===== src/rtl/anf_pkg.sv =====
`default_nettype none
package anf_pkg;

  // Length prefix size after reset, and its legal range.
  localparam logic [2:0] LEN_SIZE_RESET = 3'd4;
  localparam logic [2:0] LEN_SIZE_MIN   = 3'd1;
  localparam logic [2:0] LEN_SIZE_MAX   = 3'd4;

  // NAL header decoding.
  localparam logic [7:0] NAL_TYPE_MASK = 8'h1f;
  localparam logic [7:0] NAL_SPS       = 8'd7;
  localparam logic [7:0] NAL_PPS       = 8'd8;

  // Start code: long form 00 00 00 01, short form 00 00 01.
  localparam logic [2:0] SC_LEN_NONE  = 3'd0;
  localparam logic [2:0] SC_LEN_SHORT = 3'd3;
  localparam logic [2:0] SC_LEN_LONG  = 3'd4;
  localparam logic [7:0] SC_ZERO_BYTE = 8'h00;
  localparam logic [7:0] SC_LAST_BYTE = 8'h01;

  // Results produced by one input beat, handed from parser to emitter.
  typedef struct packed {
    logic [2:0] sc_len;    // start code bytes ahead of the data byte
    logic       data_en;   // the input byte itself goes out
    logic [7:0] data;
    logic [2:0] n_res;     // total results, 1 to 5
    logic       pkt_end;
    logic       trunc;
  } anf_burst_t;

endpackage
`default_nettype wire


===== src/rtl/anf_parser.sv =====
`default_nettype none
module anf_parser
  import anf_pkg::*;
(
  input  wire logic       clk_i,
  input  wire logic       rst_ni,
  input  wire logic       beat_i,       // input beat accepted this cycle
  input  wire logic [7:0] in_byte_i,
  input  wire logic       in_last_i,
  input  wire logic [2:0] length_size_i,
  output logic            burst_o,      // this beat causes results
  output anf_burst_t      burst_desc_o
);

  logic        in_payload_q, in_payload_d;
  logic [31:0] accum_q, accum_d;
  logic [2:0]  seen_q, seen_d;
  logic [31:0] remain_q, remain_d;
  logic        at_hdr_q, at_hdr_d;
  logic        keep_q, keep_d;
  logic        sent_q, sent_d;

  logic [2:0]  eff_size;
  logic [31:0] accum_next;
  logic [2:0]  seen_next;
  logic [31:0] remain_next;
  logic [7:0]  nal_type;
  logic        keep_now;
  logic [2:0]  sc_len;
  logic [2:0]  n_data;

  // Out-of-range sizes are clamped into 1..4.
  always_comb begin
    if (length_size_i < LEN_SIZE_MIN) begin
      eff_size = LEN_SIZE_MIN;
    end else if (length_size_i > LEN_SIZE_MAX) begin
      eff_size = LEN_SIZE_MAX;
    end else begin
      eff_size = length_size_i;
    end
  end

  assign accum_next  = {accum_q[23:0], in_byte_i};
  assign seen_next   = 3'(seen_q + 3'd1);
  assign remain_next = 32'(remain_q - 32'd1);
  assign nal_type    = in_byte_i & NAL_TYPE_MASK;

  // Parser next state and the results of this beat.
  always_comb begin
    in_payload_d = in_payload_q;
    accum_d      = accum_q;
    seen_d       = seen_q;
    remain_d     = remain_q;
    at_hdr_d     = at_hdr_q;
    keep_d       = keep_q;
    sent_d       = sent_q;
    keep_now     = 1'b0;
    sc_len       = SC_LEN_NONE;

    if (!in_payload_q) begin
      // Gather one more big-endian length byte.
      accum_d = accum_next;
      seen_d  = seen_next;
      if (seen_next >= eff_size) begin
        if (accum_next != 32'd0) begin
          in_payload_d = 1'b1;
          remain_d     = accum_next;
          at_hdr_d     = 1'b1;
          keep_d       = 1'b0;
        end
        accum_d = 32'd0;
        seen_d  = 3'd0;
      end
    end else begin
      // Payload byte: the first one decides whether the unit is kept.
      keep_now = keep_q;
      if (at_hdr_q) begin
        keep_now = (nal_type != NAL_SPS) && (nal_type != NAL_PPS);
        at_hdr_d = 1'b0;
        if (keep_now) begin
          sc_len = sent_q ? SC_LEN_SHORT : SC_LEN_LONG;
          sent_d = 1'b1;
        end
      end
      keep_d   = keep_now;
      remain_d = remain_next;
      if (remain_next == 32'd0) begin
        in_payload_d = 1'b0;
        keep_d       = 1'b0;
      end
    end
  end

  assign n_data = {2'b00, keep_now};

  // Describe the burst; an end-only marker stands in when nothing else goes out.
  always_comb begin
    burst_desc_o.sc_len  = sc_len;
    burst_desc_o.data_en = keep_now;
    burst_desc_o.data    = in_byte_i;
    burst_desc_o.pkt_end = in_last_i;
    burst_desc_o.trunc   = in_payload_d || (seen_d != 3'd0);
    if (keep_now) begin
      burst_desc_o.n_res = 3'(sc_len + n_data);
    end else begin
      burst_desc_o.n_res = 3'd1;
    end
  end

  assign burst_o = keep_now || in_last_i;

  // Parser state; packet end returns it to the reset values.
  always_ff @(posedge clk_i or negedge rst_ni) begin
    if (!rst_ni) begin
      in_payload_q <= 1'b0;
      accum_q      <= 32'd0;
      seen_q       <= 3'd0;
      remain_q     <= 32'd0;
      at_hdr_q     <= 1'b0;
      keep_q       <= 1'b0;
      sent_q       <= 1'b0;
    end else if (beat_i) begin
      if (in_last_i) begin
        in_payload_q <= 1'b0;
        accum_q      <= 32'd0;
        seen_q       <= 3'd0;
        remain_q     <= 32'd0;
        at_hdr_q     <= 1'b0;
        keep_q       <= 1'b0;
        sent_q       <= 1'b0;
      end else begin
        in_payload_q <= in_payload_d;
        accum_q      <= accum_d;
        seen_q       <= seen_d;
        remain_q     <= remain_d;
        at_hdr_q     <= at_hdr_d;
        keep_q       <= keep_d;
        sent_q       <= sent_d;
      end
    end
  end

endmodule
`default_nettype wire


===== src/rtl/anf_emitter.sv =====
`default_nettype none
module anf_emitter
  import anf_pkg::*;
(
  input  wire logic        clk_i,
  input  wire logic        rst_ni,
  input  wire logic        load_i,       // store a new burst
  input  wire anf_burst_t  burst_desc_i,
  output logic             load_ready_o, // the burst register is free this cycle
  output logic             out_valid_o,
  input  wire logic        out_ready_i,
  output logic [7:0]       out_byte_o,
  output logic             has_byte_o,
  output logic             run_last_o,
  output logic             packet_end_o,
  output logic             truncated_o
);

  anf_burst_t desc_q;
  logic       valid_q;
  logic [2:0] idx_q;
  logic       is_last;
  logic       take;

  assign is_last      = (3'(idx_q + 3'd1) == desc_q.n_res);
  assign take         = valid_q && out_ready_i;
  assign load_ready_o = !valid_q || (take && is_last);

  // Select the result at the current position of the burst.
  always_comb begin
    if (idx_q < desc_q.sc_len) begin
      out_byte_o = (3'(idx_q + 3'd1) == desc_q.sc_len) ? SC_LAST_BYTE : SC_ZERO_BYTE;
      has_byte_o = 1'b1;
    end else if (desc_q.data_en) begin
      out_byte_o = desc_q.data;
      has_byte_o = 1'b1;
    end else begin
      out_byte_o = SC_ZERO_BYTE;
      has_byte_o = 1'b0;
    end
  end

  assign out_valid_o  = valid_q;
  assign run_last_o   = is_last;
  assign packet_end_o = is_last && desc_q.pkt_end;
  assign truncated_o  = is_last && desc_q.pkt_end && desc_q.trunc;

  // Burst register and position counter.
  always_ff @(posedge clk_i or negedge rst_ni) begin
    if (!rst_ni) begin
      valid_q <= 1'b0;
      idx_q   <= 3'd0;
    end else if (load_ready_o) begin
      valid_q <= load_i;
      idx_q   <= 3'd0;
    end else if (take) begin
      idx_q <= 3'(idx_q + 3'd1);
    end
  end

  // Payload of the burst needs no reset.
  always_ff @(posedge clk_i) begin
    if (load_ready_o && load_i) begin
      desc_q <= burst_desc_i;
    end
  end

endmodule
`default_nettype wire


===== src/rtl/avcc_to_annexb_nal_filter_core.sv =====
// The first result of a byte is offered in the cycle after the byte is accepted.
// One byte per cycle while out_ready_i is high; the first byte of a kept unit gives
// 4 or 5 results; input waits while the single register drains one result per cycle.
// Reset (rst_ni low, asynchronous) clears the parser and the burst register and
// sets the length size register to 4.
`default_nettype none
module avcc_to_annexb_nal_filter_core
  import anf_pkg::*;
(
  input  wire logic       clk_i,
  input  wire logic       rst_ni,
  input  wire logic       cfg_we_i,
  input  wire logic [2:0] cfg_wdata_i,
  input  wire logic       in_valid_i,
  output logic            in_ready_o,
  input  wire logic [7:0] in_byte_i,
  input  wire logic       in_last_i,
  output logic            out_valid_o,
  input  wire logic       out_ready_i,
  output logic [7:0]      out_byte_o,
  output logic            has_byte_o,
  output logic            run_last_o,
  output logic            packet_end_o,
  output logic            truncated_o
);

  logic [2:0] length_size_q;
  logic       beat;
  logic       burst;
  logic       load_ready;
  anf_burst_t burst_desc;

  // Length size register.
  always_ff @(posedge clk_i or negedge rst_ni) begin
    if (!rst_ni) begin
      length_size_q <= LEN_SIZE_RESET;
    end else if (cfg_we_i) begin
      length_size_q <= cfg_wdata_i;
    end
  end

  assign in_ready_o = load_ready;
  assign beat       = in_valid_i && load_ready;

  anf_parser u_parser (
    .clk_i        (clk_i),
    .rst_ni       (rst_ni),
    .beat_i       (beat),
    .in_byte_i    (in_byte_i),
    .in_last_i    (in_last_i),
    .length_size_i(length_size_q),
    .burst_o      (burst),
    .burst_desc_o (burst_desc)
  );

  anf_emitter u_emitter (
    .clk_i        (clk_i),
    .rst_ni       (rst_ni),
    .load_i       (beat && burst),
    .burst_desc_i (burst_desc),
    .load_ready_o (load_ready),
    .out_valid_o  (out_valid_o),
    .out_ready_i  (out_ready_i),
    .out_byte_o   (out_byte_o),
    .has_byte_o   (has_byte_o),
    .run_last_o   (run_last_o),
    .packet_end_o (packet_end_o),
    .truncated_o  (truncated_o)
  );

endmodule
`default_nettype wire


===== config.mk =====
export PLATFORM = sky130hd
export DESIGN_NAME = avcc_to_annexb_nal_filter_core
export DESIGN_NICKNAME = d
export VERILOG_FILES = /design/src/rtl/anf_pkg.sv /design/src/rtl/anf_parser.sv /design/src/rtl/anf_emitter.sv /design/src/rtl/avcc_to_annexb_nal_filter_core.sv
export SDC_FILE = /design/constraint.sdc
export NUM_CORES = 1
export LEC_CHECK = 0
export BUFFER_PORTS_ARGS = -buffer_cell sky130_fd_sc_hd__clkbuf_2
export CAP_MARGIN = 20
export CELL_PAD_IN_SITES_DETAIL_PLACEMENT = 0
export CELL_PAD_IN_SITES_GLOBAL_PLACEMENT = 1
export CORE_ASPECT_RATIO = 0.7
export CORE_UTILIZATION = 38
export CTS_BUF_LIST = sky130_fd_sc_hd__clkbuf_4
export CTS_CLUSTER_DIAMETER = 60
export CTS_CLUSTER_SIZE = 14
export DETAILED_ROUTE_END_ITERATION = 10
export GPL_TIMING_DRIVEN = 1
export PLACE_DENSITY_LB_ADDON = 0.1
export SETUP_SLACK_MARGIN = 0.05
export SKIP_LAST_GASP = 1
export SYNTH_ARGS = -nofsm -noshare
export SYNTH_HDL_FRONTEND = slang
export SYNTH_SLANG_ARGS = --single-unit

===== constraint.sdc =====
create_clock -name clk_i -period 6.63 [get_ports clk_i]
set_clock_uncertainty 0.15 [all_clocks]
set_input_delay 0.3315 -clock clk_i [delete_from_list [all_inputs] [get_ports clk_i]]
set_output_delay 0.3315 -clock clk_i [all_outputs]
set_load 0.05 [all_outputs]

== Yosys cells after proc, flatten, opt, wreduce, memory -nomap -nowiden ==
Cells that the tools add are included.

* Logic and storage cells: 96
* Input port bits: 17
* Bits in registers: 87
* Output and inout bits: 14

* Equality and inequality tests: 5
* Order comparisons: 4
* Mux-type cells: 43
* Reductions and logical operators: 24
* $add $sub $neg: 4

{| class="wikitable"
|+ Operators by type and width
! kind !! count
|-
| two-way mux 32 bit || 4
|-
| two-way mux 24 bit || 3
|-
| two-way mux 3 bit || 11
|-
| zero test 32 bit || 1
|-
| nonzero test 32 bit || 1
|-
| subtractor 32 x 1 -> 32 bit (second input constant) || 1
|-
| two-way mux 1 bit || 23
|-
| two-way mux 8 bit || 2
|-
| nonzero test 3 bit || 3
|-
| logical AND 1 bit || 8
|-
| nonzero test 2 bit || 4
|-
| adder 3 x 1 -> 3 bit (second input constant) || 2
|-
| equality test 3 bit || 2
|-
| != test 5 x 3 -> 1 bit (second input constant) || 1
|-
| != test 5 x 4 -> 1 bit (second input constant) || 1
|-
| AND reduction 4 bit || 1
|-
| adder 3 x 1 -> 3 bit || 1
|-
| greater-or-equal comparator 3 bit || 1
|-
| > comparator 3 bit (second input constant) || 1
|-
| logical OR 1 bit || 3
|-
| less-than comparator 3 x 1 -> 1 bit (second input constant) || 1
|-
| less-than comparator 3 bit || 1
|-
| AND reduction 3 bit || 1
|-
| != test 2 bit (second input constant) || 1
|-
| 2 further kinds || 2
|}

== Depth between registers and ports, before layout ==
Gate-level depths: netlist (run 1).

* Depth in word-level cells: 8
* Mapped depth: 11

== Cells and area by module ==
A second synthesis (run 1) with hierarchy kept.

* Cells, all modules: 529
* Area total of the unflattened synthesis: 5062.4 um2

{| class="wikitable"
|+ Modules (own cells, without submodules)
! module !! cells each !! times used !! area an instance (um2) !! sequential area each (um2)
|-
| anf_parser || 452 || 1 || 3960.0 || 1576.5
|-
| anf_emitter || 69 || 1 || 979.7 || 610.6
|-
| avcc_to_annexb_nal_filter_core || 8 || 1 || 122.6 || 76.3
|}

== Worst setup path after synthesis (run 1) ==
OpenSTA, ideal clock, no wires.

* Kind: register to register
* Start point: reg u_emitter.idx_q[0]
* End point: reg u_emitter.desc_q[0] in the netlist's numbering, enable pin
* Cell stages (with the launch flop): 8
* Setup slack: 2.767 ns
* Path buffers: 2
* Data arrival time: 3.324 ns
* Cells stage by stage: dfrtp_1 > ha_1 > xor2_1 > o41ai_2 > nand2_1 > clkbuf_1 > buf_1 > nor2_1

* Longest elaborated chain between the ends: 7

{| class="wikitable"
|+ Ends and longest elaborated chain
! what !! RTL line !! source
|-
| from (decl) || anf_emitter.sv:21 || <nowiki>logic [2:0] idx_q;</nowiki>
|-
| from (signal assigned) || anf_emitter.sv:57 || <nowiki>idx_q <= 3'(idx_q + 3'd1);</nowiki>
|-
| adder 3 x 1 -> 3 bit (*) || anf_emitter.sv:25 || <nowiki>assign is_last = (3'(idx_q + 3'd1) == desc_q.n_res);</nowiki>
|-
| equality test 3 bit (*) || anf_emitter.sv:25 ||
|-
| logical AND 1 bit (*) || anf_emitter.sv:27 || <nowiki>assign load_ready_o = !valid_q || (take && is_last);</nowiki>
|-
| logical OR 1 bit (*) || anf_emitter.sv:27 ||
|-
| via in_ready_o || avcc_to_annexb_nal_filter_core.sv:15 || <nowiki>output logic in_ready_o,</nowiki>
|-
| logical AND 1 bit || avcc_to_annexb_nal_filter_core.sv:43 || <nowiki>assign beat = in_valid_i && load_ready;</nowiki>
|-
| logical AND 1 bit || avcc_to_annexb_nal_filter_core.sv:59 || <nowiki>.load_i (beat && burst),</nowiki>
|-
| logical AND 1 bit (*) || anf_emitter.sv:63 || <nowiki>if (load_ready_o && load_i) begin</nowiki>
|-
| to (signal assigned) || anf_emitter.sv:64 || <nowiki>desc_q <= burst_desc_i;</nowiki>
|-
| to (decl) || anf_emitter.sv:19 || <nowiki>anf_burst_t desc_q;</nowiki>
|}

Mark *: on every way through the listed nets, which the timed path passes. The rest lies on a longest branch.
A chain may end at the register's enable or synchronous reset.

==> PnR_summary.wiki, run 1 <==
{| class="wikitable"
! Metric !! Value
|-
| Wire length of the first global-routing pass || between 20,000 and 25,000 um
|-
| Cts bufs inserted || 9
|-
| Latest clock arrival within the worst-skew pair || 0.45 ns
|-
| Synth top area cells || sky130_fd_sc_hd__dfrtp_1, sky130_fd_sc_hd__edfxtp_1, sky130_fd_sc_hd__a22o_1
|-
| Fin util || 0.434
|-
| Maximum level of the CTS H-tree || 3
|-
| Cell chosen for the clock root || sky130_fd_sc_hd__clkbuf_4
|-
| Die height || 97.5 um
|-
| Maximum clock rate || 263 MHz
|-
| Antenna violations before repair || 0
|-
| Library cell with the largest summed area after synthesis || sky130_fd_sc_hd__dfrtp_1
|-
| Die area || 0.0135 mm^2
|-
| Yosys reg bits || 86
|-
| Top cells by count, synth || sky130_fd_sc_hd__dfrtp_1, sky130_fd_sc_hd__nand2_1, sky130_fd_sc_hd__nor2_1
|-
| First-iteration detailed-routing DRC count || around 430
|-
| Setup repair after global routing missed its margin || false
|-
| Number of antenna repair diodes || 0
|-
| Count of final max-slew check failures || 0
|-
| Pwr Total || 2.25 mW
|-
| Worst-path maximum fanout || 12
|-
| Die span in x || 138 um
|-
| Synthesized instance count || 538
|-
| Clock-pin slew reported for the worst setup and hold paths after clock tree synthesis || roughly 0.15 ns
|-
| Switching portion of total power || 0.487
|-
| # nets final || about 600
|-
| Number of enable-type register cells in the synthesized netlist || 16
|-
| Cell with the most instances after synthesis || sky130_fd_sc_hd__dfrtp_1
|-
| Crit path capture type || flip-flop
|-
| Number of buffer cells added on primary ports || 30
|-
| Clock tree from TritonCTS || built
|-
| Post-Route WL || 14,700 um
|-
| Fraction of the yosys area taken by sequential cells || 0.451
|-
| Core Area || 0.0125 mm^2
|-
| Via count of the first global-routing pass || ~4,100
|-
| Worst hold path type || input pin to flip-flop
|-
| Leakage power summed over all cells || 2.27 nW
|-
| Yosys warns || 0
|-
| Final standard cell count with taps included and fillers excluded || 728
|-
| Library cells used by synthesis || between 60 and 70
|-
| Fraction of registers with async set or reset after synthesis || 0.814
|-
| Maximum vdd ir drop || between 100 and 150 uV
|-
| Launching element type of the critical path || flip-flop
|-
| Part of the total power dissipated in combinational logic || 0.469
|-
| Total setup violations reported at the end of the flow || 0
|-
| Fraction of layout cells with a size suffix above 1 || 0.120
|-
| Flip-flop cell with the highest count after synthesis || sky130_fd_sc_hd__dfrtp_1
|-
| Detail Placement HPWL || 10,300 um
|-
| Violations in the final reports || DRC
|-
| Mapped Nets || roughly 570
|-
| Share of total power in sequential cells || 0.405
|-
| Detailed-route via count || 4,330
|-
| Result of the run || finished with violations
|-
| Internal power || 1.16 mW
|-
| Clock buffer depth || 2
|-
| Area growth, synth to finish || 9.90%
|-
| Number of placement rows || 34
|-
| Max-Cap Viols || 0
|-
| Combined area of all synthesized cells || 0.00495 mm^2
|-
| Avg Inst Size Synth || 9.21 um^2
|-
| Final Hold Viols || 0
|-
| Total congestion overflow after global routing || 0
|-
| Tightest slew margin relative to the limit || 0.297
|-
| Residual DRC count || 4
|-
| Path type of the worst setup path || flip-flop to flip-flop
|-
| GR Util All Layers || 0.231
|-
| Vias per Instance || slightly below 6
|-
| Effective utilization at floorplan || 0.395
|-
| Clock share of power || 0.125
|-
| Post-layout minimum cycle time || between 3 and 4 ns
|-
| Clock net sink count || 86
|-
| Antenna viol nets, final || 0
|-
| Data required time at the worst endpoint || 6.68 ns
|-
| Number of instances in the placed design || 703
|-
| Area fraction of the dominant cell type after synthesis || 0.349
|-
| Setup TNS Final || 0 ns
|-
| IO Count || 31
|-
| Wire length per cell after detailed routing || 20.2 um
|-
| Largest net degree at the start of global routing || 71
|-
| Worst EP arrival || a little under 4 ns
|-
| Number of resized instances in the post-cts repair step || 0
|-
| Cell Pwr Density || 414 mW/mm^2
|-
| Net switching power || 1.10 mW
|-
| Crit share post-route || 0.574
|-
| Router iterations before antenna repair || 8
|-
| Final RePlAce weighted congestion || approximately 0.94
|-
| Transition time at the pin with the least slew margin || 1.05 ns
|}
## power groups by stage
stage	Sequential, mW	Clock [mW]	Combinational, mW
5_1_grt	0.940	0.316	1.18
2_1_floorplan	0.811	0	0.839
3_5_place_dp	0.917	0	1.04
4_1_cts	0.906	0.296	1.05
3_3_place_gp	0.918	0	1.04
6_report	0.914	0.283	1.06
## state kept, by name (all words and copies together), names as in the netlist
name and cells:
u_parser.at_hdr_q 1, u_parser.accum_q 24, u_parser.remain_q 32, u_emitter.desc_q 16, u_parser.sent_q 1, u_emitter.idx_q 3, u_parser.keep_q 1, length_size_q 3
u_parser.seen_q 3, u_emitter.out_valid_o 1, u_parser.in_payload_q 1
## per-layer routing
metal,part of all wire,vias to the layer above,track usage
li1,-,2060,-
met1,0.53,2132,0.364
met2,0.40,129,0.323
met3,0.061,9,0.0399
met4,0.0079,0,0.0484
met5,0,-,0
## cell type report
| cell class | count | area [um^2] |
|---|---|---|
| inverter | 11 | 41.3 |
| tap | 162 | 203 |
| multi-input combinational | 407 | 2550 |
| clock inverter | 6 | 45.0 |
| sequential | 86 | 2230 |
| fill | 1250 | 7110 |
| clock buffer | 10 | 75.1 |
| timing repair buffer | 46 | 293 |
## cells by family (layout without fill, tap and decap cells)
| family | count (synthesis) | count (layout) | share of synthesized area |
|---|---|---|---|
| AOI/OAI and AO/OA | 152 | 152 | 0.207 |
| xor gates and xnor gates | 13 | 13 | 0.0260 |
| adders and majority gates | 12 | 12 | 0.0303 |
| DFF | 86 | 86 | 0.451 |
| buffers and inverters | 45 | 73 | 0.0364 |
| and+or+nand+nor | 224 | 224 | 0.236 |
| muxes | 6 | 6 | 0.0126 |
## final timing paths
kind                                       from                    to  slack [ns]  cells after the start
setup / recovery           u_parser.remain_q[0]   u_emitter.desc_q[0]        2.82                      9
hold / removal                     in_byte_i[2]   u_emitter.desc_q[7]        0.06                      1
setup reg to reg           u_parser.remain_q[0]   u_emitter.desc_q[0]        2.82                      9
hold reg to reg                 u_parser.keep_q       u_parser.keep_q        0.40                      2
max in group asynchronous                rst_ni  u_parser.remain_q[7]        5.25                      3
min in group asynchronous                rst_ni      length_size_q[0]        0.46                      3
## cell usage in the layout (no fill, tap or decap), types with 4 or more instances in the layout
master                           n
sky130_fd_sc_hd__nor4b_1         4
sky130_fd_sc_hd__a22oi_1         6
sky130_fd_sc_hd__buf_4           7
sky130_fd_sc_hd__nor2_1         50
sky130_fd_sc_hd__and2_1          5
sky130_fd_sc_hd__a21oi_1        30
sky130_fd_sc_hd__clkbuf_4       10
sky130_fd_sc_hd__dlygate4sd3_1   9
sky130_fd_sc_hd__nor3_1         27
sky130_fd_sc_hd__clkbuf_2       29
sky130_fd_sc_hd__nand4_1         6
sky130_fd_sc_hd__nor4_1         17
sky130_fd_sc_hd__ha_1           12
sky130_fd_sc_hd__inv_1          11
sky130_fd_sc_hd__dfrtp_1        69
sky130_fd_sc_hd__nand2_1        57
sky130_fd_sc_hd__xor2_1          4
sky130_fd_sc_hd__a22o_1         25
sky130_fd_sc_hd__mux2i_1         4
sky130_fd_sc_hd__and3_1         10
sky130_fd_sc_hd__nand3_1         6
sky130_fd_sc_hd__nor2b_1         5
sky130_fd_sc_hd__nor3b_1         4
sky130_fd_sc_hd__nand2b_1        4
sky130_fd_sc_hd__o221ai_1        9
sky130_fd_sc_hd__or4_1           5
sky130_fd_sc_hd__or3_1           5
sky130_fd_sc_hd__xnor2_1         8
sky130_fd_sc_hd__edfxtp_1       16
sky130_fd_sc_hd__o21ai_0        41
sky130_fd_sc_hd__a21boi_0        4
sky130_fd_sc_hd__a31oi_1         5
## critical path, cell delays in order (launching register included)
cell	delay [ns]
sky130_fd_sc_hd__dfrtp_1	0.49
sky130_fd_sc_hd__inv_1	0.11
sky130_fd_sc_hd__ha_1	0.37
sky130_fd_sc_hd__or3b_1	0.52
sky130_fd_sc_hd__nor4_1	0.75
sky130_fd_sc_hd__a21boi_0	0.28
sky130_fd_sc_hd__nor4_2	0.25
sky130_fd_sc_hd__nand4_1	0.13
sky130_fd_sc_hd__nor4_2	0.36
sky130_fd_sc_hd__a21oi_1	0.13
## timing repair
| item | 4_1_cts | 5_1_grt |
|---|---|---|
| hold buffers | 9 | 0 |
| setup buffers | 0 | 0 |
| endpoints found under the hold margin | 72 | 0 |
## through the flow
stage	setup WS, ns	instance area, um^2	hold WS, ns
2_1_floorplan	2.77	4950	-0.114
3_3_place_gp	3.09	5230	0.354
3_5_place_dp	2.90	5230	0.365
4_1_cts	2.85	5440	0.0273
5_1_grt	2.57	5440	0.0221
6_report	2.82	5440	0.0646
No activity file was read; power rests on OpenSTA's default activity.
==> run 2, diff against run 1 <==
--- a/config.mk
+++ b/config.mk
@@ -5,6 +5,7 @@
 export SDC_FILE = /design/constraint.sdc
 export NUM_CORES = 1
 export LEC_CHECK = 0
+export ABC_AREA = 1
 export BUFFER_PORTS_ARGS = -buffer_cell sky130_fd_sc_hd__clkbuf_2
 export CAP_MARGIN = 20
 export CELL_PAD_IN_SITES_DETAIL_PLACEMENT = 0
==> constraint.sdc (replaced) <==
create_clock -name clk_i -period 3.4 [get_ports clk_i]
set_clock_uncertainty 0.15 [all_clocks]
set_input_delay 0.17 -clock clk_i [delete_from_list [all_inputs] [get_ports clk_i]]
set_output_delay 0.17 -clock clk_i [all_outputs]
set_load 0.05 [all_outputs]
==> run 2 against run 1 <==
Die area grew 5.5%; first-iteration DRC count grew 12%; wire length grew 11%; the flow now finishes without violations; critical endpoint is now u_parser.accum_q[6]; worst setup slack lost 2.5 ns; clock power grew 140%; sequential power grew 82%; non-clock buffer count grew 17; sequential share of layout area shrank 3.6 points; global-route usage grew 1.3 points; cell count grew 34%; area after synthesis grew 5.6%.
==> PnR_summary.wiki, run 2 <==
{| class="wikitable"
! Metric !! Value
|-
| Result of the run || complete, no violations (was finished with violations)
|-
| Multiplexer area fraction after synthesis || 0.00215 (was 0.0126)
|-
| Area fraction of the dominant cell type after synthesis || 0.330 (was 0.349)
|-
| Final Hold Viols || 0 (unchanged)
|-
| Fraction of layout cells with a size suffix above 1 || 0.0921 (was 0.120)
|-
| Crit path capture type || flip-flop (unchanged)
|-
| Detailed-route via count || 5,005 (was 4,330)
|-
| Yosys warns || 0 (unchanged)
|-
| Path type of the worst setup path || flip-flop to flip-flop (unchanged)
|-
| Number of placement rows || 35 (was 34)
|-
| Clock buffer depth || 2 (unchanged)
|-
| Post-Route WL || 16,400 um (was 14,700 um)
|-
| Busiest metal layer after global routing || met1 (unchanged)
|-
| Fraction of the mapped netlist area in compound gates || 0.132 (was 0.207)
|-
| Combined area of the multi-input logic cells || 0.00252 mm^2 (was 0.00255 mm^2)
|-
| Synth top area cells || sky130_fd_sc_hd__dfrtp_1, sky130_fd_sc_hd__nand2_1, sky130_fd_sc_hd__edfxtp_1 (was sky130_fd_sc_hd__dfrtp_1, sky130_fd_sc_hd__edfxtp_1, sky130_fd_sc_hd__a22o_1)
|-
| Max-Cap Viols || 0 (unchanged)
|-
| Crit share post-route || 0.902 (was 0.574)
|-
| Number of enable-type register cells in the synthesized netlist || 16 (unchanged)
|-
| Number of instances in the placed design || 943 (was 703)
|-
| Pwr Total || 5.99 mW (was 2.25 mW)
|-
| Maximum clock rate || 326 MHz (was 263 MHz)
|-
| Cell-by-cell listing of the critical path || ha_1, xnor2_1, xor2_1, nand2_1, inv_2, nor2_2, nor2_4, nand2_2, inv_2, nand2_1, clkinvlp_4, o21ai_0 (was inv_1, ha_1, or3b_1, nor4_1, a21boi_0, nor4_2, nand4_1, nor4_2, a21oi_1)
|-
| Largest net degree at the start of global routing || 71 (unchanged)
|-
| Launching element type of the critical path || flip-flop (unchanged)
|-
| Residual DRC count || 0 (was 4)
|-
| Fraction of registers with async set or reset after synthesis || 0.814 (unchanged)
|-
| Count of final max-slew check failures || 0 (unchanged)
|-
| Core Area || 0.0133 mm^2 (was 0.0125 mm^2)
|-
| Worst-path maximum fanout || 14 (was 12)
|-
| Library cells used by synthesis || 37 (was 66)
|-
| Wire length of the first global-routing pass || 25,900 um (was 23,800 um)
|-
| Maximum vdd ir drop || 330 uV (was 141 uV)
|-
| Flip-flop cell with the highest count after synthesis || sky130_fd_sc_hd__dfrtp_1 (unchanged)
|-
| Combined area of all synthesized cells || 0.00523 mm^2 (was 0.00495 mm^2)
|-
| # nets final || 817 (was 590)
|-
| Biggest register || u_parser.remain_q (unchanged)
|-
| M1 GR Usage || 0.378 (was 0.364)
|-
| Leakage power summed over all cells || 2.87 nW (was 2.27 nW)
|-
| Worst slack at placement || 0.353 ns (was 2.90 ns)
|-
| Top cells by count, synth || sky130_fd_sc_hd__nand2_1, sky130_fd_sc_hd__nor2_1, sky130_fd_sc_hd__inv_1 (was sky130_fd_sc_hd__dfrtp_1, sky130_fd_sc_hd__nand2_1, sky130_fd_sc_hd__nor2_1)
|-
| Post-placement cell area || 0.00561 mm^2 (was 0.00523 mm^2)
|-
| Setup repair after global routing missed its margin || false (unchanged)
|-
| Setup TNS Final || 0 ns (unchanged)
|-
| Number of flip-flops under the largest register name || 32 (unchanged)
|-
| Die span in x || 142 um (was 138 um)
|-
| Met2 track demand over resource || 0.340 (was 0.323)
|-
| Leading cell type in the layout, fill and taps excluded || sky130_fd_sc_hd__nand2_1 (was sky130_fd_sc_hd__dfrtp_1)
|-
| Detail Placement HPWL || 12,500 um (was 10,300 um)
|-
| # Post-CTS Setup Buffers || 0 (unchanged)
|-
| Final standard cell count with taps included and fillers excluded || 978 (was 728)
|-
| Slowest stage cell on the critical path || sky130_fd_sc_hd__dfrtp_1 (was sky130_fd_sc_hd__nor4_1)
|-
| Fraction of the yosys area taken by sequential cells || 0.427 (was 0.451)
|-
| First-iteration detailed-routing DRC count || 486 (was 434)
|-
| Cell Pwr Density || 1000 mW/mm^2 (was 414 mW/mm^2)
|-
| Tightest slew margin relative to the limit || 0.357 (was 0.297)
|-
| Antenna violations before repair || 0 (unchanged)
|-
| Area of all placed cells without fillers || 0.00597 mm^2 (was 0.00544 mm^2)
|-
| Total setup violations reported at the end of the flow || 0 (unchanged)
|-
| Cell chosen for the clock root || sky130_fd_sc_hd__clkbuf_4 (unchanged)
|-
| Post-layout minimum cycle time || 3.07 ns (was 3.81 ns)
|-
| Library cell with the largest summed area after synthesis || sky130_fd_sc_hd__dfrtp_1 (unchanged)
|-
| Clock-pin slew reported for the worst setup and hold paths after clock tree synthesis || 0.14 ns (was 0.15 ns)
|-
| Number of buffer cells added on primary ports || 30 (unchanged)
|-
| Area share of and/or/nand/nor cells after synthesis || 0.307 (was 0.236)
|-
| Die area || 0.0142 mm^2 (was 0.0135 mm^2)
|-
| Router iterations before antenna repair || 5 (was 8)
|-
| Maximum level of the CTS H-tree || 3 (unchanged)
|-
| Family of cells with the greatest summed delay on the critical path || simple AND/OR/NAND/NOR gates (unchanged)
|-
| Cts bufs inserted || 9 (unchanged)
|-
| Total congestion overflow after global routing || 0 (unchanged)
|-
| Combinational family with the most area after synthesis || simple AND/OR/NAND/NOR gates (unchanged)
|-
| Antenna viol nets, final || 0 (unchanged)
|-
| Synth Area in XOR/XNOR || 0.0117 (was 0.0260)
|-
| Mapped Nets || 764 (was 567)
|-
| Storage cell area || 0.00223 mm^2 (unchanged)
|-
| Via count of the first global-routing pass || 4,665 (was 4,067)
|-
| Most frequent cells in the layout || sky130_fd_sc_hd__nand2_1, sky130_fd_sc_hd__nor2_1, sky130_fd_sc_hd__inv_1 (was sky130_fd_sc_hd__dfrtp_1, sky130_fd_sc_hd__nand2_1, sky130_fd_sc_hd__nor2_1)
|-
| Latest clock arrival within the worst-skew pair || 0.45 ns (about the same)
|-
| Fin worst setup slack || 0.333 ns (was 2.82 ns)
|-
| Worst hold slack across all endpoints || 0.0464 ns (was 0.0646 ns)
|-
| Worst hold path type || input pin to flip-flop (unchanged)
|-
| GR Util All Layers || 0.243 (was 0.231)
|-
| Leading registers by flop count || u_parser.remain_q (32), u_parser.accum_q (24), u_emitter.desc_q (16) (unchanged)
|-
| Clock tree from TritonCTS || built (unchanged)
|-
| Effective utilization at floorplan || 0.393 (was 0.395)
|-
| Data required time at the worst endpoint || 3.62 ns (was 6.68 ns)
|-
| Synthesized instance count || 735 (was 538)
|-
| Yosys reg bits || 86 (unchanged)
|-
| Number of antenna repair diodes || 0 (unchanged)
|-
| Arithmetic-cell share of the synthesized area counting full adders, half adders and majority gates || 0.0287 (was 0.0303)
|-
| Wire length per cell after detailed routing || 16.8 um (was 20.2 um)
|-
| Cell with the most instances after synthesis || sky130_fd_sc_hd__nand2_1 (was sky130_fd_sc_hd__dfrtp_1)
|-
| IO Count || 31 (unchanged)
|-
| Fillers || 1,392 (was 1,250)
|-
| Area growth, synth to finish || 14.1% (was 9.90%)
|-
| Die height || 100 um (was 97.5 um)
|-
| Transition time at the pin with the least slew margin || 0.965 ns (was 1.05 ns)
|-
| Highest cell delay on the worst timing path || 0.44 ns (was 0.75 ns)
|-
| Buffering stage count on the worst path with inverters included || 3 (was 1)
|-
| Vias per Instance || 5.12 (was 5.95)
|-
| Avg Inst Size Synth || 7.12 um^2 (was 9.21 um^2)
|-
| Clock net sink count || 86 (unchanged)
|-
| Final RePlAce weighted congestion || 0.837 (was 0.937)
|-
| Fin util || 0.448 (was 0.434)
|-
| Worst EP arrival || 3.29 ns (was 3.86 ns)
|-
| GR met3 Demand/Resource || 0.0577 (was 0.0399)
|}
==> run 2: final timing paths <==
| kind | slack [ns] | startpoint | to | cells past startpoint |
|---|---|---|---|---|
| hold reg to reg | 0.36 | u_parser.keep_q | u_parser.keep_q | 2 |
| hold / removal | 0.05 | in_valid_i | u_parser.accum_q[7] | 5 |
| min in group asynchronous | 0.24 | rst_ni | u_parser.remain_q[28] | 2 |
| setup reg to reg | 0.33 | u_emitter.idx_q[0] | u_parser.accum_q[6] | 12 |
| max in group asynchronous | 2.24 | rst_ni | u_parser.remain_q[15] | 2 |
| setup / recovery | 0.33 | u_emitter.idx_q[0] | u_parser.accum_q[6] | 12 |
==> run 2: cells by family after synthesis <==
family	Yosys count
adder cells (fa/ha/maj)	12
AO/OA/AOI/OAI	120
multiplexers	1
XOR/XNOR	7
AND/OR/NAND/NOR	390
flip-flops	86
buffers and inverters	119
==> run 2: worst reg2reg max path: stages (launching register included) <==
cell and delay, ns:
sky130_fd_sc_hd__dfrtp_1 0.44, sky130_fd_sc_hd__ha_1 0.22, sky130_fd_sc_hd__xnor2_1 0.32, sky130_fd_sc_hd__xor2_1 0.12
sky130_fd_sc_hd__nand2_1 0.17, sky130_fd_sc_hd__inv_2 0.07, sky130_fd_sc_hd__nor2_2 0.15, sky130_fd_sc_hd__nor2_4 0.05
sky130_fd_sc_hd__nand2_2 0.08, sky130_fd_sc_hd__inv_2 0.12, sky130_fd_sc_hd__nand2_1 0.42, sky130_fd_sc_hd__clkinvlp_4 0.42
sky130_fd_sc_hd__o21ai_0 0.27
==> run 2: what timing repair did <==
item	4_1_cts	5_1_grt
endpoints found under the hold margin	100	0
gates resized for setup	0	1
setup endpoints to repair	0	2
hold buffers	19	0
==> run 2: final cells by class <==
type / instances / share of cell area
multi-input cells: 530 / 0.423
flip-flops and latches: 86 / 0.374
repair buffers: 63 / 0.0751
clock buffers: 10 / 0.0126
inverters: 98 / 0.0623
clock inverters: 6 / 0.0143
well taps: 185 / 0.0388
==> run 2: report_power, final <==
| part | leakage (nW) | internal [mW] | switching (mW) |
|---|---|---|---|
| clock | 0.0861 | 0.306 | 0.381 |
| sequential | 1.08 | 1.36 | 0.298 |
| combinational | 1.70 | 1.10 | 2.54 |
==> run 2: layer usage <==
layer,vias up,part of all wire
met5,-,0
met4,0,0.0063
met3,9,0.064
met2,130,0.40
met1,2359,0.53
li1,2507,-
==> run 3, diff against run 2 <==
--- a/config.mk
+++ b/config.mk
@@ -18,8 +18,10 @@
 export DETAILED_ROUTE_END_ITERATION = 10
 export GPL_TIMING_DRIVEN = 1
 export PLACE_DENSITY_LB_ADDON = 0.1
+export REMOVE_ABC_BUFFERS = 1
 export SETUP_SLACK_MARGIN = 0.05
 export SKIP_LAST_GASP = 1
 export SYNTH_ARGS = -nofsm -noshare
 export SYNTH_HDL_FRONTEND = slang
 export SYNTH_SLANG_ARGS = --single-unit
+export TNS_END_PERCENT = 20
==> run 3 against run 2 <==
Via count is 1.6% higher; count of clock-buffer cells in the layout stayed put; clock power is 4.8% higher; wire length is 0.15% lower; combinational power hardly changed; critical path type unchanged; largest cell class unchanged; highest routed layer unchanged.
==> PnR_summary.wiki, run 3 (synthesized netlist as in run 2, its figures left out) <==
{| class="wikitable"
! Metric !! Value
|-
| Detailed-route via count || 5,086 (was 5,005)
|-
| Post-layout minimum cycle time || 3.06 ns (was 3.07 ns)
|-
| Post-Route WL || 16,400 um (about the same)
|-
| Number of antenna repair diodes || 0 (unchanged)
|-
| Vias per Instance || 5.20 (was 5.12)
|-
| # Post-CTS Setup Buffers || 0 (unchanged)
|-
| Maximum level of the CTS H-tree || 3 (unchanged)
|-
| Router iterations before antenna repair || 5 (unchanged)
|-
| Clock buffer depth || 2 (unchanged)
|-
| Fin util || 0.449 (was 0.448)
|-
| Wire length of the first global-routing pass || 26,300 um (was 25,900 um)
|-
| Cell-by-cell listing of the critical path || ha_1, xnor2_1, xor2_1, nand2_1, inv_2, nor2_2, nor2_4, nand2_2, inv_2, nand2_2, inv_2, o21ai_0 (was ha_1, xnor2_1, xor2_1, nand2_1, inv_2, nor2_2, nor2_4, nand2_2, inv_2, nand2_1, clkinvlp_4, o21ai_0)
|-
| GR Util All Layers || 0.247 (was 0.243)
|-
| Cts bufs inserted || 9 (unchanged)
|-
| Slowest stage cell on the critical path || sky130_fd_sc_hd__inv_2 (was sky130_fd_sc_hd__dfrtp_1)
|-
| Clock-pin slew reported for the worst setup and hold paths after clock tree synthesis || 0.17 ns (was 0.14 ns)
|-
| Leading cell type in the layout, fill and taps excluded || sky130_fd_sc_hd__nand2_1 (unchanged)
|-
| Number of buffer cells added on primary ports || 30 (unchanged)
|-
| Maximum vdd ir drop || 331 uV (was 330 uV)
|-
| Effective utilization at floorplan || 0.393 (unchanged)
|-
| Crit path capture type || flip-flop (unchanged)
|-
| Busiest metal layer after global routing || met1 (unchanged)
|-
| Transition time at the pin with the least slew margin || 0.980 ns (was 0.965 ns)
|-
| Total congestion overflow after global routing || 0 (unchanged)
|-
| Area growth, synth to finish || 14.2% (was 14.1%)
|-
| Storage cell area || 0.00223 mm^2 (unchanged)
|-
| M1 GR Usage || 0.389 (was 0.378)
|-
| Tightest slew margin relative to the limit || 0.347 (was 0.357)
|-
| Leakage power summed over all cells || 2.88 nW (was 2.87 nW)
|-
| Largest net degree at the start of global routing || 71 (unchanged)
|-
| Number of cells on the worst reg-to-reg path || 12 (unchanged)
|-
| Flop2flop setup slack || 0.34 ns (was 0.33 ns)
|-
| Max-Cap Viols || 0 (unchanged)
|-
| Core Area || 0.0133 mm^2 (unchanged)
|-
| Cell Pwr Density || 1010 mW/mm^2 (was 1000 mW/mm^2)
|-
| Antenna violations before repair || 0 (unchanged)
|-
| Worst reg2reg path startpoint || u_emitter.idx_q[0] (unchanged)
|-
| Residual DRC count || 0 (unchanged)
|-
| Fin worst setup slack || 0.338 ns (was 0.333 ns)
|-
| Number of placement rows || 35 (unchanged)
|-
| Latest clock arrival within the worst-skew pair || 0.47 ns (was 0.45 ns)
|-
| # nets final || 817 (unchanged)
|-
| Maximum clock rate || 327 MHz (was 326 MHz)
|-
| Hold-critical path depth || 5 (unchanged)
|-
| Worst hold path type || input pin to flip-flop (unchanged)
|-
| Antenna viol nets, final || 0 (unchanged)
|-
| Final standard cell count with taps included and fillers excluded || 978 (unchanged)
|-
| Worst EP arrival || 3.23 ns (was 3.29 ns)
|-
| Setup TNS Final || 0 ns (unchanged)
|-
| Endpoint of the worst-slack reg-to-reg timing path || u_parser.remain_q[27] (was u_parser.accum_q[6])
|-
| Data required time at the worst endpoint || 3.56 ns (was 3.62 ns)
|-
| Hold path startpoint || in_valid_i (unchanged)
|-
| Endpoint of the worst hold path || u_parser.accum_q[1] (was u_parser.accum_q[7])
|-
| Cell chosen for the clock root || sky130_fd_sc_hd__clkbuf_4 (unchanged)
|-
| Die span in x || 142 um (unchanged)
|-
| Worst hold slack across all endpoints || 0.0270 ns (was 0.0464 ns)
|-
| Biggest register || u_parser.remain_q (unchanged)
|-
| Dominant cell type by count on the critical path || sky130_fd_sc_hd__inv_2
|-
| Fraction of layout cells with a size suffix above 1 || 0.0933 (was 0.0921)
|-
| GR met3 Demand/Resource || 0.0458 (was 0.0577)
|-
| Total setup violations reported at the end of the flow || 0 (unchanged)
|-
| Result of the run || complete, no violations (unchanged)
|-
| Number of instances in the placed design || 943 (unchanged)
|-
| Clock net sink count || 86 (unchanged)
|-
| Setup repair after global routing missed its margin || false (unchanged)
|-
| IO Count || 31 (unchanged)
|-
| Count of hold buffers inserted by post-cts repair || 19 (unchanged)
|-
| Worst-path maximum fanout || 47 (was 14)
|-
| Die height || 100 um (unchanged)
|-
| Crit share post-route || 0.901 (was 0.902)
|-
| Number of flip-flops under the largest register name || 32 (unchanged)
|-
| Leading registers by flop count || u_parser.remain_q (32), u_parser.accum_q (24), u_emitter.desc_q (16) (unchanged)
|-
| Number of resized instances in the post-cts repair step || 0 (unchanged)
|-
| Detail Placement HPWL || 12,500 um (about the same)
|-
| Via count of the first global-routing pass || 4,786 (was 4,665)
|-
| Die area || 0.0142 mm^2 (unchanged)
|-
| Launching element type of the critical path || flip-flop (unchanged)
|-
| Path type of the worst setup path || flip-flop to flip-flop (unchanged)
|-
| Combined area of the multi-input logic cells || 0.00252 mm^2 (unchanged)
|-
| Met2 track demand over resource || 0.341 (was 0.340)
|-
| Clock tree from TritonCTS || built (unchanged)
|-
| First-iteration detailed-routing DRC count || 460 (was 486)
|-
| Fillers || 1,446 (was 1,392)
|-
| Most frequent cells in the layout || sky130_fd_sc_hd__nand2_1, sky130_fd_sc_hd__nor2_1, sky130_fd_sc_hd__inv_1 (unchanged)
|-
| Worst slack at placement || 0.329 ns (was 0.353 ns)
|-
| Highest cell delay on the worst timing path || 0.60 ns (was 0.44 ns)
|-
| Count of final max-slew check failures || 0 (unchanged)
|-
| Final Hold Viols || 0 (unchanged)
|-
| Final RePlAce weighted congestion || 0.859 (was 0.837)
|-
| Wire length per cell after detailed routing || 16.8 um (about the same)
|}
[run 3: cell types whose count changed in the layout (fill, tap and decap cells not counted)]
cell / delta
sky130_fd_sc_hd__clkinv_4: +2
sky130_fd_sc_hd__clkinv_1: -2
sky130_fd_sc_hd__clkinvlp_4: -1
sky130_fd_sc_hd__inv_1: +1
[run 3: worst max-delay path by stage]
stage	start	endpoint	slack (ns)
after global routing	u_emitter.idx_q[0]	u_parser.remain_q[27]	0.05
after floorplan	u_emitter.idx_q[0]	u_emitter.desc_q[0]	0.08
after detailed placement	u_emitter.idx_q[0]	u_parser.remain_q[27]	0.33
after global placement	u_emitter.idx_q[0]	u_parser.remain_q[27]	0.36
final	u_emitter.idx_q[0]	u_parser.remain_q[27]	0.34
after CTS	u_emitter.idx_q[0]	u_parser.remain_q[27]	0.31
[run 3: power by group]
group          internal [mW]  switching, mW  total [mW]
clock network          0.313          0.406       0.720
registers               1.36          0.299        1.66
logic                   1.10           2.55        3.65
[run 3: stage by stage]
| step | instance area [um^2] | total power [mW] |
|---|---|---|
| 6_report | 5970 | 6.03 |
| 5_1_grt | 5970 | 6.58 |
| 4_1_cts | 5970 | 6.00 |
| 3_5_place_dp | 5610 | 5.25 |
| 3_3_place_gp | 5610 | 5.25 |
| 2_1_floorplan | 5120 | 4.03 |
[run 3: routing by layer]
| layer | wire length, um | up-vias |
|---|---|---|
| met3 | 1050 | 18 |
| met4 | 226 | 0 |
| met1 | 8640 | 2390 |
| li1 | - | 2505 |
| met2 | 6480 | 173 |
| met5 | 0 | - |
[run 3: worst max-delay path, delay by kind of cell, from the launching register on]
family          cells  cell delay (ns)
compound gates      1             0.23
xor+xnor            2             0.48
fa+ha+maj           1             0.22
buf+inv             3             0.91
flops               1             0.44
simple gates        5             0.47
[run 3: final cells by class]
class | count | area share
Clock buffer | 10 | 0.0126
Clock inverter | 6 | 0.0159
Inverter | 98 | 0.0616
Multi-Input combinational cell | 530 | 0.422
Sequential cell | 86 | 0.374
Tap cell | 185 | 0.0388
Timing Repair Buffer | 63 | 0.0750
